`src/hdl/mcn_pkg.sv`:
```
// Shared types, coefficients and mode codes of the multichannel notch filter.
`default_nettype none

package mcn_pkg;

  // Field widths fixed by the stream format.
  localparam int SAMPLE_W   = 16;
  localparam int CH_W       = 4;
  localparam int Y_W        = 32;
  localparam int MODE_W     = 2;
  localparam int FRAC_BITS  = 14;

  // Default number of channels served in round-robin order.
  localparam int CHANNELS_DEF = 12;

  // Mode register codes; the code left over acts as pass-through.
  localparam logic [MODE_W-1:0] MODE_60HZ  = 2'd0;
  localparam logic [MODE_W-1:0] MODE_50HZ  = 2'd1;
  localparam logic [MODE_W-1:0] MODE_BYPASS = 2'd2;

  // Biquad coefficients in Q2.14.
  localparam logic signed [15:0] COEF_B0    = 16'sd15886;
  localparam logic signed [15:0] COEF_A2    = 16'sd15386;
  localparam logic signed [15:0] COEF_B1_60 = 16'sd29540;
  localparam logic signed [15:0] COEF_A1_60 = 16'sd29539;
  localparam logic signed [15:0] COEF_B1_50 = 16'sd30217;
  localparam logic signed [15:0] COEF_A1_50 = 16'sd30215;

  typedef logic signed [SAMPLE_W-1:0] sample_t;
  typedef logic signed [Y_W-1:0]      yval_t;

  // Per-channel history: two past inputs and two past outputs (Q18.14).
  typedef struct packed {
    sample_t x_old;
    sample_t x_new;
    yval_t   y_old;
    yval_t   y_new;
  } hist_t;

  // Result of the filter arithmetic for one word.
  typedef struct packed {
    yval_t   y;
    sample_t filtered;
    logic    clip;
  } mac_res_t;

endpackage

`default_nettype wire

```
`src/hdl/mcn_sample_if.sv`:
```
// Stream interface that carries raw amplifier samples.
`default_nettype none

interface mcn_sample_if import mcn_pkg::*; ();
  logic    valid;
  logic    ready;
  sample_t sample;

  modport source (output valid, output sample, input ready);
  modport sink   (input valid, input sample, output ready);
endinterface

`default_nettype wire

```
`src/hdl/mcn_result_if.sv`:
```
// Stream interface that carries filtered results with their channel index.
`default_nettype none

interface mcn_result_if import mcn_pkg::*; ();
  logic            valid;
  logic            ready;
  logic [CH_W-1:0] channel;
  sample_t         filtered;
  logic            clipped;

  modport source (output valid, output channel, output filtered, output clipped, input ready);
  modport sink   (input valid, input channel, input filtered, input clipped, output ready);
endinterface

`default_nettype wire

```
`src/hdl/mcn_hist_mem.sv`:
```
// Per-channel history memory with registered read and per-entry valid bits.
`default_nettype none

module mcn_hist_mem import mcn_pkg::*; #(
  parameter int CHANNELS = CHANNELS_DEF
) (
  input  wire logic                                   clk_i,
  input  wire logic                                   rst_ni,
  input  wire logic                                   rd_en_i,
  input  wire logic [((CHANNELS > 1) ? $clog2(CHANNELS) : 1)-1:0] rd_addr_i,
  output hist_t                                       rd_data_o,
  input  wire logic                                   wr_en_i,
  input  wire logic [((CHANNELS > 1) ? $clog2(CHANNELS) : 1)-1:0] wr_addr_i,
  input  wire hist_t                                  wr_data_i
);

  hist_t               mem [CHANNELS];
  logic [CHANNELS-1:0] written_q;
  hist_t               rd_q;
  logic                rd_valid_q;

  // Storage array and registered read port.
  always_ff @(posedge clk_i) begin
    if (wr_en_i) begin
      mem[wr_addr_i] <= wr_data_i;
    end
    if (rd_en_i) begin
      rd_q <= mem[rd_addr_i];
    end
  end

  // An entry that was never written since reset reads as zero history.
  always_ff @(posedge clk_i or negedge rst_ni) begin
    if (!rst_ni) begin
      written_q  <= '0;
      rd_valid_q <= 1'b0;
    end else begin
      if (rd_en_i) begin
        rd_valid_q <= written_q[rd_addr_i];
      end
      if (wr_en_i) begin
        written_q[wr_addr_i] <= 1'b1;
      end
    end
  end

  assign rd_data_o = rd_valid_q ? rd_q : '0;

endmodule

`default_nettype wire

```
`src/hdl/mcn_mac.sv`:
```
// Biquad arithmetic: registered products, then sum, shift and saturation.
`default_nettype none

module mcn_mac import mcn_pkg::*; (
  input  wire logic    clk_i,
  input  wire logic    load_i,
  input  wire logic    sel50_i,
  input  wire hist_t   hist_i,
  input  wire sample_t sample_i,
  output mac_res_t     res_o
);

  logic signed [31:0] pb0x0_q, pb1x1_q, pb0x2_q;
  logic signed [47:0] pa2y0_q, pa1y1_q;
  logic signed [15:0] coef_b1, coef_a1;

  // Coefficient pair for the selected notch frequency.
  assign coef_b1 = sel50_i ? COEF_B1_50 : COEF_B1_60;
  assign coef_a1 = sel50_i ? COEF_A1_50 : COEF_A1_60;

  // Product stage, loaded when the word moves into the sum stage.
  always_ff @(posedge clk_i) begin
    if (load_i) begin
      pb0x0_q <= 32'(hist_i.x_old) * 32'(COEF_B0);
      pb1x1_q <= 32'(hist_i.x_new) * 32'(coef_b1);
      pb0x2_q <= 32'(sample_i) * 32'(COEF_B0);
      pa2y0_q <= 48'(hist_i.y_old) * 48'(COEF_A2);
      pa1y1_q <= 48'(hist_i.y_new) * 48'(coef_a1);
    end
  end

  logic signed [33:0] x_sum;
  logic signed [48:0] r_sum;
  logic signed [34:0] r_sh;
  logic signed [35:0] y_full;
  yval_t              y_sat;
  logic               y_clip;
  logic signed [17:0] whole;
  logic signed [17:0] whole_tz;
  sample_t            out_sat;
  logic               out_clip;

  // The feed-forward sum is already in Q14 units, so only the feedback part
  // needs the floor shift; floor(a*2^14 + r) >> 14 equals a + (r >>> 14).
  always_comb begin
    x_sum  = 34'(pb0x0_q) - 34'(pb1x1_q) + 34'(pb0x2_q);
    r_sum  = 49'(pa1y1_q) - 49'(pa2y0_q);
    r_sh   = 35'(r_sum >>> FRAC_BITS);
    y_full = 36'(x_sum) + 36'(r_sh);

    y_clip = 1'b0;
    if (y_full > 36'sd2147483647) begin
      y_sat  = 32'sh7FFFFFFF;
      y_clip = 1'b1;
    end else if (y_full < -36'sd2147483648) begin
      y_sat  = 32'sh80000000;
      y_clip = 1'b1;
    end else begin
      y_sat  = 32'(y_full);
    end

    // Integer part, rounded toward zero.
    whole = 18'(y_sat >>> FRAC_BITS);
    if (y_sat[Y_W-1] && (|y_sat[FRAC_BITS-1:0])) begin
      whole_tz = whole + 18'sd1;
    end else begin
      whole_tz = whole;
    end

    out_clip = 1'b0;
    if (whole_tz > 18'sd32767) begin
      out_sat  = 16'sh7FFF;
      out_clip = 1'b1;
    end else if (whole_tz < -18'sd32768) begin
      out_sat  = 16'sh8000;
      out_clip = 1'b1;
    end else begin
      out_sat  = 16'(whole_tz);
    end
  end

  assign res_o.y        = y_sat;
  assign res_o.filtered = out_sat;
  assign res_o.clip     = y_clip | out_clip;

endmodule

`default_nettype wire

```
`src/hdl/multichannel_iir_notch_filter.sv`:
```
// Multichannel 50/60 Hz biquad notch filter: top level with pipeline control.
//
// Samples arrive on sample_i, one word per converted sample; the block
// assigns them to channels 0..CHANNELS-1 in round-robin order and returns one
// word per sample on result_o, carrying the channel, the filtered value and a
// clip flag. cfg_we_i/cfg_wdata_i write the mode: 60 Hz notch, 50 Hz notch,
// or pass-through (the unused code also passes through and history is kept).
// Write the mode only while the block is empty.
// A word moves through registered steps: history read at the accepting edge,
// then products, then sum/saturation into the output register. Throughput is
// one word per cycle for CHANNELS of three or more while result_o does not
// stall. A word is held back while the same channel is still in flight
// (history read-after-write interlock), so with one or two channels the block
// takes a word only after its channel's last word has left the sum stage.
// Reset clears the channel counter, the mode and the per-channel history
// valid bits, so every channel starts from zero history at once.
// When result_o stalls, the pipeline keeps filling its empty stages and
// sample_i drops ready once every stage holds a word (or on the interlock).
`default_nettype none

module multichannel_iir_notch_filter import mcn_pkg::*; #(
  parameter int CHANNELS = CHANNELS_DEF
) (
  input  wire logic               clk_i,
  input  wire logic               rst_ni,
  input  wire logic               cfg_we_i,
  input  wire logic [MODE_W-1:0]  cfg_wdata_i,
  mcn_sample_if.sink              sample_i,
  mcn_result_if.source            result_o
);

  localparam int AW = (CHANNELS > 1) ? $clog2(CHANNELS) : 1;

  logic [MODE_W-1:0] notch_mode_q;
  logic [CH_W-1:0]   ch_q, ch_d;

  logic              s1_valid_q, s1_filt_q, s1_sel50_q;
  logic [CH_W-1:0]   s1_ch_q;
  sample_t           s1_sample_q;

  logic              s2_valid_q, s2_filt_q;
  logic [CH_W-1:0]   s2_ch_q;
  sample_t           s2_sample_q, s2_x1_q;
  yval_t             s2_y1_q;

  logic              out_valid_q, out_clip_q;
  logic [CH_W-1:0]   out_ch_q;
  sample_t           out_filtered_q;

  logic              out_adv, s2_adv, s1_adv, hazard, accept, wb_en;
  hist_t             rd_hist, wb_hist;
  mac_res_t          mac_res;

  // Stage advance: a stage may load when it is empty or its word moves on.
  assign out_adv = !out_valid_q || result_o.ready;
  assign s2_adv  = !s2_valid_q || out_adv;
  assign s1_adv  = !s1_valid_q || s2_adv;

  // Hold a word back while its channel's history is still being updated.
  assign hazard = (s1_valid_q && (s1_ch_q == ch_q)) || (s2_valid_q && (s2_ch_q == ch_q));

  assign sample_i.ready = s1_adv && !hazard;
  assign accept         = sample_i.valid && sample_i.ready;

  // Round-robin channel counter.
  always_comb begin
    if (({1'b0, ch_q} + 5'd1) >= 5'(CHANNELS)) begin
      ch_d = '0;
    end else begin
      ch_d = ch_q + CH_W'(1);
    end
  end

  // Mode register and channel counter.
  always_ff @(posedge clk_i or negedge rst_ni) begin
    if (!rst_ni) begin
      notch_mode_q <= MODE_60HZ;
      ch_q         <= '0;
    end else begin
      if (cfg_we_i) begin
        notch_mode_q <= cfg_wdata_i;
      end
      if (accept) begin
        ch_q <= ch_d;
      end
    end
  end

  // Pipeline valid flags.
  always_ff @(posedge clk_i or negedge rst_ni) begin
    if (!rst_ni) begin
      s1_valid_q  <= 1'b0;
      s2_valid_q  <= 1'b0;
      out_valid_q <= 1'b0;
    end else begin
      if (s1_adv) begin
        s1_valid_q <= accept;
      end
      if (s2_adv) begin
        s2_valid_q <= s1_valid_q;
      end
      if (out_adv) begin
        out_valid_q <= s2_valid_q;
      end
    end
  end

  // Pipeline payload.
  always_ff @(posedge clk_i) begin
    if (accept) begin
      s1_ch_q     <= ch_q;
      s1_sample_q <= sample_i.sample;
      s1_filt_q   <= (notch_mode_q == MODE_60HZ) || (notch_mode_q == MODE_50HZ);
      s1_sel50_q  <= (notch_mode_q == MODE_50HZ);
    end
    if (s2_adv && s1_valid_q) begin
      s2_ch_q     <= s1_ch_q;
      s2_sample_q <= s1_sample_q;
      s2_filt_q   <= s1_filt_q;
      s2_x1_q     <= rd_hist.x_new;
      s2_y1_q     <= rd_hist.y_new;
    end
    if (out_adv && s2_valid_q) begin
      out_ch_q       <= s2_ch_q;
      out_filtered_q <= s2_filt_q ? mac_res.filtered : s2_sample_q;
      out_clip_q     <= s2_filt_q & mac_res.clip;
    end
  end

  // History write-back as a filtered word leaves the sum stage.
  assign wb_en         = out_adv && s2_valid_q && s2_filt_q;
  assign wb_hist.x_old = s2_x1_q;
  assign wb_hist.x_new = s2_sample_q;
  assign wb_hist.y_old = s2_y1_q;
  assign wb_hist.y_new = mac_res.y;

  mcn_hist_mem #(
    .CHANNELS (CHANNELS)
  ) u_hist_mem (
    .clk_i     (clk_i),
    .rst_ni    (rst_ni),
    .rd_en_i   (accept),
    .rd_addr_i (ch_q[AW-1:0]),
    .rd_data_o (rd_hist),
    .wr_en_i   (wb_en),
    .wr_addr_i (s2_ch_q[AW-1:0]),
    .wr_data_i (wb_hist)
  );

  mcn_mac u_mac (
    .clk_i    (clk_i),
    .load_i   (s2_adv && s1_valid_q),
    .sel50_i  (s1_sel50_q),
    .hist_i   (rd_hist),
    .sample_i (s1_sample_q),
    .res_o    (mac_res)
  );

  // Output register drives the result stream.
  assign result_o.valid    = out_valid_q;
  assign result_o.channel  = out_ch_q;
  assign result_o.filtered = out_filtered_q;
  assign result_o.clipped  = out_clip_q;

endmodule

`default_nettype wire

```
`src/flat_wrapper.sv`:
```
// flat-port wrapper written by rule: the top's interface ports become plain ports
module multichannel_iir_notch_filter_flat import mcn_pkg::*;
#(
  parameter int CHANNELS = CHANNELS_DEF
)
  (clk_i, rst_ni, cfg_we_i, cfg_wdata_i, sample_i_valid, sample_i_sample, sample_i_ready, result_o_valid, result_o_channel, result_o_filtered, result_o_clipped, result_o_ready);
  mcn_sample_if sample_i_i ();
  mcn_result_if result_o_i ();
  input  wire logic clk_i;
  input  wire logic rst_ni;
  input  wire logic cfg_we_i;
  input  wire logic [MODE_W-1:0] cfg_wdata_i;
  input wire logic [$bits(sample_i_i.valid)-1:0] sample_i_valid;
  input wire logic [$bits(sample_i_i.sample)-1:0] sample_i_sample;
  output wire logic [$bits(sample_i_i.ready)-1:0] sample_i_ready;
  output wire logic [$bits(result_o_i.valid)-1:0] result_o_valid;
  output wire logic [$bits(result_o_i.channel)-1:0] result_o_channel;
  output wire logic [$bits(result_o_i.filtered)-1:0] result_o_filtered;
  output wire logic [$bits(result_o_i.clipped)-1:0] result_o_clipped;
  input wire logic [$bits(result_o_i.ready)-1:0] result_o_ready;
  assign sample_i_i.valid = sample_i_valid;
  assign sample_i_i.sample = sample_i_sample;
  assign sample_i_ready = sample_i_i.ready;
  assign result_o_valid = result_o_i.valid;
  assign result_o_channel = result_o_i.channel;
  assign result_o_filtered = result_o_i.filtered;
  assign result_o_clipped = result_o_i.clipped;
  assign result_o_i.ready = result_o_ready;
  multichannel_iir_notch_filter #(.CHANNELS(CHANNELS)) u_core (.clk_i(clk_i), .rst_ni(rst_ni), .cfg_we_i(cfg_we_i), .cfg_wdata_i(cfg_wdata_i), .sample_i(sample_i_i), .result_o(result_o_i));
endmodule
```
`config.mk`:
```
export PLATFORM = sky130hd
export DESIGN_NAME = multichannel_iir_notch_filter_flat
export DESIGN_NICKNAME = d
export VERILOG_FILES = /design/src/hdl/mcn_pkg.sv /design/src/hdl/mcn_sample_if.sv /design/src/hdl/mcn_result_if.sv /design/src/hdl/mcn_hist_mem.sv /design/src/hdl/mcn_mac.sv /design/src/hdl/multichannel_iir_notch_filter.sv /design/src/flat_wrapper.sv
export SDC_FILE = /design/constraint.sdc
export NUM_CORES = 2
export LEC_CHECK = 0
export ABC_AREA = 1
export ABC_CLOCK_PERIOD_IN_PS = 11990
export BUFFER_PORTS_ARGS = -buffer_cell sky130_fd_sc_hd__buf_2
export CAP_MARGIN = 20
export CORE_MARGIN = 4
export CORE_UTILIZATION = 45
export DETAILED_ROUTE_END_ITERATION = 10
export GPL_ROUTABILITY_DRIVEN = 0
export PLACE_DENSITY = 0.58
export SYNTH_ARGS = -nofsm -noshare
export SYNTH_HDL_FRONTEND = slang
export SYNTH_SLANG_ARGS = --single-unit
export TNS_END_PERCENT = 10
```
`constraint.sdc`:
```
create_clock -name clk_i -period 11.99 [get_ports clk_i]
set_clock_uncertainty 0.05 [all_clocks]
set_input_delay 0.5995 -clock clk_i [delete_from_list [all_inputs] [get_ports clk_i]]
set_output_delay 0.5995 -clock clk_i [all_outputs]
set_load 0.1 [all_outputs]
```
==> qor.yml <==
status: "finished, final reports clean"
synth_area_leader_cell: "edfxtp_1"
fin_crit_sh_pct: 68.5
route.detailed.drc: 0
period_needed_ps: 8210
viasPerCell: 5.35
worst_path_most_repeated_cell: "nand2_1"
cap_violations: 0
nFillCells: 19700
first_iter_violations: 6032
core_area_mm2: 0.222
post_cts_buffers: 0
cts_tree: "done"
grt_pass1_vias: 66600
synthCells: 8956
synth_edf_count: 1544
mostFrequentLayoutCells: "inv_1, edfxtp_1, nor2_1, fa_1, o21ai_0"
setup_viol: 0
clock_latency_ps: 840
netlist_area_mm2: 0.100
finalNetCount: 10700
vias: 64800
final_common_cell: "inv_1"
slew_headroom_pct: 18.7
yosysSeqAreaShare_pct: 46.8
fmax_mhz: 122
startpoint_type: "flip-flop"
synthTopCellsByArea: "edfxtp_1, fa_1, ha_1"
drt-total-wl_um: 272000
timing_hold_violations_final: 0
antenna_found_initial: 11
synth_top_area_share_pct: 46.2
clock_sink_count: 1566
syn2layout_area_growth_pct: 9.12
dp_hpwl_um: 189000
synth_warnings: 0
synth_top_family_by_area: "adder cells"
synth-async-reset-ratio_pct: 1.40
place_ws_ps: 3950
endpoint_kind: "flip-flop"
path_class: "flip-flop to flip-flop"
synth.distinct_cells: 62
fp.dieArea_mm2: 0.230
tightest_slew_ps: 1220
fin_ws_ps: 3780
whs_path_depth: 3
min_from: "sample_i_valid"
die_y_um: 480
hold_class: "input port to flip-flop"
cts_buffer_depth: 3
synthMuxAreaShare_pct: 0
cp.required_ps: 12480
arrival_ps: 8700
htree_num_levels: 4
synthAdderAreaFrac_pct: 26.9
rsz0062_at_grt: "false"
detail-route-antenna-nets: 0
critPathSlowestCell: "o21ai_4"
grt_usage_pct: 23.8
r2r_cells: 42
start_util_pct: 45.2
seq_area_mm2: 0.0469
finalSetupTns_ps: 0
crit_start: "u_core.u_mac.pa2y0_q[5]"
grt_remaining_overflow: 0
cts-root-buf: "clkbuf_16"
grt_pass1_wl_um: 414000
synthXorXnorAreaFrac_pct: 2.36
crit_fanout: 32
die-width_um: 480
io_buffers: 45
synthFlopType: "edfxtp_1"
synth_compound_area_share_pct: 8.77
max_stage_delay_ps: 840
dr.pass1.iters: 6
ctsResizeCount: 0
drive_above_1_share_pct: 5.25
wl_per_cell_um: 22.4
grt_max_degree: 188
multiInputGateArea_mm2: 0.0464
synthSimpleGateAreaFrac_pct: 8.04
clkTransAtPathRegs_ps: 70
drv_slew: 0
regToRegStartpoint: "u_core.u_mac.pa2y0_q[5]"
syn_avg_cell_area_um2: 11.2
rows: 173
ys_ff_latch: 1566
io_pins: 46
cts_buffers: 161
==> cells in the mapped netlist (all sizes together), types with 17 or more instances <==
cell type and count:
inv 1620, edfxtp 1544, nor2 1135, fa 876
o21ai 791, ha 754, nand2 752, a21oi 357
clkbuf 236, xor2 180, o22ai 142, a31oi 96
xnor2 90, nand3 69, a211oi 58, o221ai 42
buf 34, nor3 25, dfrtp 22, or2 20
a21boi 17, o21a 17, o21bai 17
==> routing by layer <==
layer	wire length [um]	vias up	track usage (%)
met5	0	-	0
met2	128000	2022	38.8
li1	-	29800	-
met3	16100	335	2.88
met4	6910	0	5.99
met1	121000	32600	34.0
==> flip-flops by register name (all words and copies together), names as in the netlist, 29 cells and up <==
name	count
u_core.u_mac.pa1y1_q	48
u_core.u_mac.pa2y0_q	46
u_core.u_mac.pb0x0_q	30
u_core.u_hist_mem.rd_q	96
u_core.u_mac.pb1x1_q	32
u_core.s2_y1_q	31
u_core.u_mac.pb0x2_q	29
u_core.u_hist_mem.mem	1152
==> worst max-delay path, delay by kind of cell (launching register included) <==
family / cells / cell delay, ps
flip-flops: 1 / 380
AND/OR/NAND/NOR: 20 / 2610
XOR/XNOR: 1 / 180
AO/OA/AOI/OAI: 12 / 3090
buffers and inverters: 6 / 400
adder cells (fa/ha/maj): 3 / 1140
==> area by class of cell <==
type	instances	share of cell area, %
Clock inverter	96	0.981
Antenna cell	6	0.0137
Inverter	1621	5.59
Clock buffer	194	3.80
Sequential cell	1566	42.9
Timing Repair Buffer	137	0.960
Tap cell	2975	3.40
Multi-Input combinational cell	5515	42.4
==> worst paths after layout <==
| kind | endpoint | slack (ps) |
|---|---|---|
| max | u_core.result_o.filtered[1] | 3780 |
| max in group asynchronous | u_core.u_hist_mem.rd_valid_q | 11220 |
| min | u_core.s1_valid_q | 160 |
| min reg2reg | u_core.s2_filt_q | 380 |
| min in group asynchronous | u_core.result_o.valid | 230 |
| max reg2reg | u_core.result_o.filtered[1] | 3780 |
==> cells by family (layout without fill, tap and decap cells) <==
group                    after synthesis  in the layout
buffers and inverters               1892           2048
flip-flops                          1566           1566
adder cells (fa/ha/maj)             1630           1630
AO/OA/AOI/OAI                       1573           1573
other                                  2             25
AND/OR/NAND/NOR                     2023           2023
XOR/XNOR                             270            270
==> timing repair <==
item | CTS | global route
hold endpoints to repair | 41 | 0
hold buffers | 24 | 0
endpoints found under the setup margin | 0 | 0
==> metrics by stage <==
stage          cell area [um^2]  utilization [%]  std cells  hold WS (ps)
2_1_floorplan            100000                -       8973           254
3_3_place_gp             104000             46.8      11800           385
3_5_place_dp             104000             46.8      11800           383
4_1_cts                  109000             49.3      12100          70.4
5_1_grt                  109000             49.3      12100           152
6_report                 109000             49.3      12100           156
Power is left out: the tool's default activity adds up to more than one toggle a clock period on the data nets, which glitch-free logic cannot reach.
